--- config.mk ---
export PLATFORM = sky130hd
export DESIGN_NAME = srm_front
export DESIGN_NICKNAME = d
export VERILOG_FILES = /design/src/hdl/srm_pkg.sv /design/src/hdl/srm_front.sv
export SDC_FILE = /design/constraint.sdc
export NUM_CORES = 1
export LEC_CHECK = 0
export BUFFER_PORTS_ARGS = -buffer_cell sky130_fd_sc_hd__buf_2
export CAP_MARGIN = 25
export CORE_ASPECT_RATIO = 1.75
export CORE_UTILIZATION = 45
export CTS_CLUSTER_SIZE = 16
export DETAILED_ROUTE_END_ITERATION = 10
export MAX_ROUTING_LAYER = met4
export PLACE_DENSITY = 0.69
export SLEW_MARGIN = 40
export SYNTH_ARGS = -nofsm -noshare
export SYNTH_HDL_FRONTEND = slang
export SYNTH_SLANG_ARGS = --single-unit
--- constraint.sdc ---
create_clock -name clk -period 9.92 [get_ports clk]
set_input_delay 1.984 -clock clk [delete_from_list [all_inputs] [get_ports clk]]
set_output_delay 1.984 -clock clk [all_outputs]
set_load 0.05 [all_outputs]
--- src/hdl/srm_pkg.sv ---
package srm_pkg;

  // machine sizes
  localparam int STACK_DEPTH   = 64;
  localparam int SP_W          = $clog2(STACK_DEPTH);
  localparam int SC_W          = SP_W + 1;
  localparam int GENERAL_COUNT = 20;
  localparam int NUM_REGS      = 5 + GENERAL_COUNT;
  localparam int RF_W          = $clog2(NUM_REGS);
  localparam int RI_W          = 5;
  localparam int DW            = 32;

  // fixed register indexes
  localparam logic [RI_W-1:0] IDX_A = RI_W'(0);
  localparam logic [RI_W-1:0] IDX_B = RI_W'(1);
  localparam logic [RI_W-1:0] IDX_C = RI_W'(2);
  localparam logic [RI_W-1:0] IDX_P = RI_W'(3);

  // input queue
  localparam int QDEPTH = 2;
  localparam int QP_W   = $clog2(QDEPTH);
  localparam int QC_W   = QP_W + 1;

  // stream layouts
  localparam int S_DATA_W = 88;
  localparam int S_USER_W = 2;
  localparam int M_DATA_W = 40;
  localparam int M_USER_W = 1;

  typedef enum logic [3:0] {
    CMD_PUSH  = 4'd0,
    CMD_POP   = 4'd1,
    CMD_MOV   = 4'd2,
    CMD_ADD   = 4'd3,
    CMD_SUB   = 4'd4,
    CMD_MUL   = 4'd5,
    CMD_DIV   = 4'd6,
    CMD_PRINT = 4'd7,
    CMD_RET   = 4'd8
  } cmd_t;

  typedef enum logic [1:0] {
    ST_OK    = 2'd0,
    ST_EMPTY = 2'd1,
    ST_FULL  = 2'd2,
    ST_DIV0  = 2'd3
  } status_t;

  typedef struct packed {
    cmd_t            cmd;
    logic [RI_W-1:0] dest;
    logic            a_is_reg;
    logic [RI_W-1:0] a_reg;
    logic [DW-1:0]   a_imm;
    logic            b_is_reg;
    logic [RI_W-1:0] b_reg;
    logic [DW-1:0]   b_imm;
    logic            is_arith;
    logic            is_stack;
  } instr_t;

  typedef struct packed {
    logic          printed;
    logic [DW-1:0] value;
    status_t       status;
  } result_t;

endpackage

--- src/hdl/srm_front.sv ---
module srm_front (
  input  logic                           clk,
  input  logic                           rst,
  input  logic                           s_tvalid,
  output logic                           s_tready,
  input  logic [srm_pkg::S_DATA_W-1:0]   s_tdata,
  input  logic [srm_pkg::S_USER_W-1:0]   s_tuser,
  output logic                           q_valid,
  input  logic                           q_ready,
  output srm_pkg::instr_t                q_ins
);

  srm_pkg::instr_t              fifo [srm_pkg::QDEPTH];
  logic [srm_pkg::QP_W-1:0]     wr_ptr;
  logic [srm_pkg::QP_W-1:0]     rd_ptr;
  logic [srm_pkg::QC_W-1:0]     count;
  srm_pkg::instr_t              dec;
  logic                         push;
  logic                         pop;

  // unpack and classify the incoming beat
  always_comb begin
    dec.cmd      = srm_pkg::cmd_t'(s_tdata[3:0]);
    dec.dest     = s_tdata[8:4];
    dec.a_reg    = s_tdata[13:9];
    dec.a_imm    = s_tdata[45:14];
    dec.b_reg    = s_tdata[50:46];
    dec.b_imm    = s_tdata[82:51];
    dec.a_is_reg = s_tuser[0];
    dec.b_is_reg = s_tuser[1];
    dec.is_arith = (dec.cmd == srm_pkg::CMD_ADD) || (dec.cmd == srm_pkg::CMD_SUB) ||
                   (dec.cmd == srm_pkg::CMD_MUL) || (dec.cmd == srm_pkg::CMD_DIV);
    dec.is_stack = (dec.cmd == srm_pkg::CMD_PUSH) || (dec.cmd == srm_pkg::CMD_POP) ||
                   (dec.cmd == srm_pkg::CMD_PRINT);
  end

  assign s_tready = (count != srm_pkg::QC_W'(srm_pkg::QDEPTH));
  assign q_valid  = (count != '0);
  assign q_ins    = fifo[rd_ptr];
  assign push     = s_tvalid && s_tready;
  assign pop      = q_valid && q_ready;

  always_ff @(posedge clk) begin
    if (rst) begin
      wr_ptr <= '0;
      rd_ptr <= '0;
      count  <= '0;
    end else begin
      if (push) begin
        wr_ptr <= (wr_ptr == srm_pkg::QP_W'(srm_pkg::QDEPTH - 1)) ? '0 : wr_ptr + 1'b1;
      end
      if (pop) begin
        rd_ptr <= (rd_ptr == srm_pkg::QP_W'(srm_pkg::QDEPTH - 1)) ? '0 : rd_ptr + 1'b1;
      end
      if (push && !pop) begin
        count <= count + 1'b1;
      end else if (pop && !push) begin
        count <= count - 1'b1;
      end
    end
  end

  always_ff @(posedge clk) begin
    if (push) begin
      fifo[wr_ptr] <= dec;
    end
  end

endmodule

==> flow_summary_export.csv, run 1 <==
group,metric,value,unit
timing,setup_tns,0,ps
final_layout,layout.area.seq,0.00533,mm^2
detailed_routing,vias,3317,
clocking,clk_pin_slew,70,ps
critical_path,regToRegEndpoint,"fifo[1][47]",
pwr,ir_drop,198,uV
final_layout,fillers,1160,
logic_synthesis,ys_ff_latch,179,
detailed_routing,drt_iter0_drc,116,
critical_path,rrSetupSlack,7870,ps
floorplanning,start_util,46.3,%
timing,clock_skew,7.44,ps
logic_synthesis,syn-num-nets,395,
placement,portBuffers,177,
logic_synthesis,syn_inst,300,
global_routing,grt-ovfl-total,0,
timing,finalCritPeriodShare,42.5,%
pwr,p_total,2.50,mW
final_layout,final_cell_mix,"buf_2 (177), edfxtp_1 (174), mux2_2 (57)",
logic_synthesis,syn_area_per_cell,22.2,um^2
critical_path,worstReg2RegStart,"count[0]",
clocking,cts_tree,"yes",
final_layout,syn_to_final_growth,25.3,%
global_routing,grt_pass1_vias,3527,
global_routing,grt_max_degree,88,
min_path,hold_path_depth,2,
final_layout,drive_above_1_share,60.1,%
detailed_routing,route.detailed.drc,0,
clocking,clock_path_buffers,2,
clocking,post-cts-setup-buffer-count,0,
clocking,clock_sinks,179,
timing,worst_pin_slew,830,ps
timing,rsz0062_at_grt,"no",
detailed_routing,routed_wirelength,11500,um
critical_path,worstRegToRegCells,3,
clocking,cts_buffers,17,
global_routing,antenna_found_initial,2,
clocking,cts_resized,0,
final_layout,multi_input_area,0.00125,mm^2
timing,setup_viol,0,
min_path,hp-start,"rd_ptr",
global_routing,grt_pass1_wl,17300,um
floorplanning,core-area,0.0144,mm^2
timing,fin_crit,4210,ps
timing,slew_headroom,44.6,%
detailed_routing,viasPerCell,4.86,
critical_path,cp_max_fo,70,
job,cap_violations,0,
logic_synthesis,yosysSeqAreaShare,80.1,%
detailed_routing,wire_per_inst,16.9,um
detailed_routing,ant_nets,0,
final_layout,final_common_cell,"buf_2",
timing,finalHoldViolCount,0,
clocking,clk_latency,410,ps
clocking,root_buffer,"clkbuf_16",
floorplanning,die_x,93.9,um
global_routing,grtUsageTotal,16.1,%
pwr,power.leakage,3.16,nW
critical_path,required,7940,ps
min_path,hold_path_class,"reg2reg",
floorplanning,die_area,0.0153,mm^2
status,status,"finished, final reports clean",
critical_path,critPathKind,"reg2out",
placement,dp_hpwl,7550,um
placement,gp_congestion,0.706,
clocking,cts_hold_buf,0,
floorplanning,num_io_pins,183,
final_layout,layout.nets,584,
floorplanning,rows,58,
timing,maxSlewViolCount,0,
logic_synthesis,ys_types,22,
logic_synthesis,synth_area,0.00665,mm^2
floorplanning,die_y,163,um
timing,max_freq,0.237,GHz
critical_path,cp-end-kind,"primary output",
critical_path,start_kind,"register",
clocking,htreeDepth,4,
critical_path,cp_data_arrival_time,2230,ps
pwr,power_density,300,mW/mm^2
logic_synthesis,ys_warn_count,0,
detailed_routing,dr.pass1.iters,4,
-- worst max-delay path, cell delays in order (launching register included) --
cell and delay, ps:
dfxtp_4 520, buf_6 620, mux2_2 420, buf_2 210
-- synth_stat cells --
cell type	count	area (um^2)
mux2_2	57	642
mux2_4	30	450
xor2_1	4	35.0
a211oi_1	1	7.51
a21bo_2	1	10.0
buf_6	5	56.3
edfxtp_1	174	5230
nand2_1	1	3.75
or3_1	1	6.26
a21oi_1	2	10.0
and2_1	1	6.26
ha_1	1	12.5
nor2b_1	1	6.26
and3_1	1	6.26
buf_2	5	25.0
o21ai_0	2	10.0
dfxtp_1	5	100
inv_1	1	3.75
nand2b_1	1	6.26
nand3b_1	1	7.51
or2_2	1	6.26
nor2_1	4	15.0
-- through the flow --
step	hold slack [ps]	area (um^2)	instances	util (%)	setup WS, ps
finish	531	8330	683	58.0	5710
global route	552	8330	683	58.0	5560
CTS	545	8320	681	57.9	5640
detailed placement	527	7720	650	53.7	6100
global placement	485	7710	650	53.7	5900
floorplan	471	6650	300	-	5410
-- sequential cells by signal, summed over array words and instances, names as in the netlist, named ones only --
name    cells
count       2
fifo      174
rd_ptr      1
wr_ptr      1
-- worst max-delay path by stage --
stage | from | end | slack (ps) | cells after the start
5_1_grt | register | q_ins[58] | 5560 | 3
4_1_cts | register | q_ins[58] | 5640 | 3
3_5_place_dp | register | q_ins[42] | 6100 | 3
3_3_place_gp | register | q_ins[42] | 5900 | 3
2_1_floorplan | s_tvalid | fifo[1][0] | 5410 | 1
6_report | register | q_ins[58] | 5710 | 3
-- layout make-up --
class / count / area share, %
tap: 180 / 2.70
sequential: 179 / 63.9
timing repair buffer: 180 / 11.0
multi-input combinational: 110 / 15.0
antenna: 2 / 0.0601
clock buffer: 17 / 5.11
inverter: 1 / 0.0601
clock inverter: 14 / 2.13
-- per-layer routing --
layer | global-route usage (%) | share of wire (%) | up-vias
li1 | - | - | 1566
met1 | 15.4 | 35 | 1624
met5 | - | 0 | -
met2 | 28.6 | 57 | 109
met4 | 8.04 | 2.8 | 0
met3 | 4.90 | 5.3 | 18
-- logic make-up after synthesis --
logic type | Yosys count | synth area share, %
buffers and inverters | 11 | 1.28
AO/OA/AOI/OAI | 6 | 0.564
XOR/XNOR | 4 | 0.527
AND/OR/NAND/NOR | 12 | 0.960
multiplexers | 87 | 16.4
adder cells (fa/ha/maj) | 1 | 0.188
flip-flops | 179 | 80.1
-- power breakdown --
group	switching (mW)	internal, mW
combinational	0.602	0.247
clock	0.275	0.399
sequential	0.0343	0.946
total	0.911	1.59
Note: power is estimated with default switching activity, not from simulation.
==> run 2, diff against run 1 <==
--- a/config.mk
+++ b/config.mk
@@ -12,7 +12,7 @@
 export CTS_CLUSTER_SIZE = 16
 export DETAILED_ROUTE_END_ITERATION = 10
 export MAX_ROUTING_LAYER = met4
-export PLACE_DENSITY = 0.69
+export PLACE_DENSITY = 0.72
 export SLEW_MARGIN = 40
 export SYNTH_ARGS = -nofsm -noshare
 export SYNTH_HDL_FRONTEND = slang
==> constraint.sdc (replaced) <==
create_clock -name clk -period 3.75 [get_ports clk]
set_input_delay 0.75 -clock clk [delete_from_list [all_inputs] [get_ports clk]]
set_output_delay 0.75 -clock clk [all_outputs]
set_load 0.05 [all_outputs]
==> run 2 against run 1 <==
Net effect:
- non-clock buffer count increased by 1
- total power increased to 2.6 times the previous value
- critical path depth unchanged
- via count increased by 3.1%
- critical endpoint is now q_ins[37]
- largest cell class unchanged
==> flow_summary_export.csv, run 2 (synthesis results as in run 1) <==
group,metric,value,unit
status,status,"finished, final reports clean",
detailed_routing,vias,3419,
detailed_routing,routed_wirelength,11600,um
final_layout,top_regs,"fifo x174, count x2",
pwr,p_sw,2.42,mW
pwr,p_clk_share,26.2,%
clocking,cts_resized,0,
placement,place_ws,1200,ps
placement,portBuffers,177,
detailed_routing,drt_iter0_drc,122,
detailed_routing,wl_met3,448,um
floorplanning,die_x,93.9,um
pwr,combPwrFrac,33.7,%
timing,worst_slack,829,ps
pwr,internal_power,4.16,mW
final_layout,final_cells,681,
global_routing,grt_pass1_vias,3728,
pwr,power_frac_seq,40.1,%
timing,worst_pin_slew,716,ps
final_layout,n_antenna_cell,0,
job,cap_violations,0,
critical_path,required,3000,ps
critical_path,cp_max_fo,45,
global_routing,grt_max_degree,88,
final_layout,layout.nets,585,
min_path,hold_path_class,"reg2reg",
final_layout,top_register,"fifo",
timing,rsz0062_at_grt,"no",
detailed_routing,viasPerCell,5.02,
clocking,htreeDepth,4,
timing,fin_crit,2920,ps
timing,setup_viol,0,
detailed_routing,route.detailed.drc,0,
detailed_routing,wl_met2,6600,um
timing,clock_skew,6.49,ps
final_layout,fillers,1132,
global_routing,grtUsageTotal,16.1,%
clocking,cts_hold_buf,0,
final_layout,syn_to_final_growth,25.2,%
timing,max_freq,0.342,GHz
clocking,clk_latency,410,ps
global_routing,grt_pass1_wl,17600,um
timing,finalCritPeriodShare,77.9,%
timing,finalHoldViolCount,0,
floorplanning,core-area,0.0144,mm^2
floorplanning,die_area,0.0153,mm^2
final_layout,drive_above_1_share,60.3,%
detailed_routing,met1Wirelength,4140,um
pwr,power.leakage,3.16,nW
placement,gp_congestion,0.660,
final_layout,largest_reg_flops,174,
global_routing,antenna_found_initial,0,
timing,maxSlewViolCount,0,
clocking,clock_path_buffers,2,
critical_path,critPathKind,"reg2out",
critical_path,start_kind,"register",
critical_path,cp_data_arrival_time,2170,ps
final_layout,final_common_cell,"buf_2",
placement,dp_hpwl,7570,um
timing,slew_headroom,52.2,%
clocking,post-cts-setup-buffer-count,0,
timing,setup_tns,0,ps
detailed_routing,wire_per_inst,17.1,um
final_layout,final_cell_mix,"buf_2 (177), edfxtp_1 (174), mux2_2 (57)",
clocking,root_buffer,"clkbuf_16",
pwr,power_density,790,mW/mm^2
floorplanning,rows,58,
pwr,swShare,36.8,%
detailed_routing,highest_layer,"met4",
detailed_routing,ant_nets,0,
floorplanning,num_io_pins,183,
clocking,clk_pin_slew,70,ps
global_routing,grt-ovfl-total,0,
pwr,p_total,6.58,mW
clocking,cts_tree,"yes",
pwr,ir_drop,719,uV
floorplanning,die_y,163,um
clocking,clock_sinks,179,
floorplanning,start_util,46.3,%
detailed_routing,dr.pass1.iters,4,
placement,dp_cells,651,
critical_path,cp-end-kind,"primary output",
final_layout,final_util,57.9,%
clocking,cts_buffers,17,
## run 2: cell type report
cell class,count,area [um^2],share of cell area (%)
repair buffers,181,941,11.3
inverters,1,5.00,0.0601
well taps,180,225,2.71
clock buffers,18,429,5.15
flip-flops and latches,179,5330,64.0
multi-input cells,110,1250,15.0
clock inverters,12,150,1.80
## run 2: critical path: stages, from the launching register on
cell and delay (ps):
dfxtp_4 780, buf_12 340, mux2_2 380, buf_2 210
## run 2: metrics by stage
step,hold WS [ps],instance area [um^2]
2_1_floorplan,471,6650
3_3_place_gp,490,7750
3_5_place_dp,501,7750
4_1_cts,498,8330
5_1_grt,497,8330
6_report,515,8330
## run 2: path summary, 6_finish.rpt
path / start / endpoint / slack, ps / cells after the start
worst max-delay path: register / q_ins[37] / 830 / 3
worst min-delay path: rd_ptr / rd_ptr / 520 / 2
worst min register to register: rd_ptr / rd_ptr / 520 / 2
worst max register to register: count[0] / fifo[1][6] / 1670 / 3
## run 2: power groups by stage
| stage | combinational (mW) | clock, mW | sequential, mW |
|---|---|---|---|
| final | 2.22 | 1.72 | 2.64 |
| after global routing | 2.32 | 1.84 | 2.67 |
| after global placement | 2.22 | 0 | 2.67 |
| after detailed placement | 2.24 | 0 | 2.69 |
| after floorplan | 1.88 | 0 | 2.60 |
| after CTS | 2.25 | 1.76 | 2.65 |
## run 2: per-layer routing
| layer | vias up | GRT usage (%) |
|---|---|---|
| li1 | 1559 | - |
| met1 | 1718 | 15.2 |
| met2 | 118 | 29.2 |
| met3 | 24 | 3.83 |
| met4 | 0 | 9.09 |
| met5 | - | - |
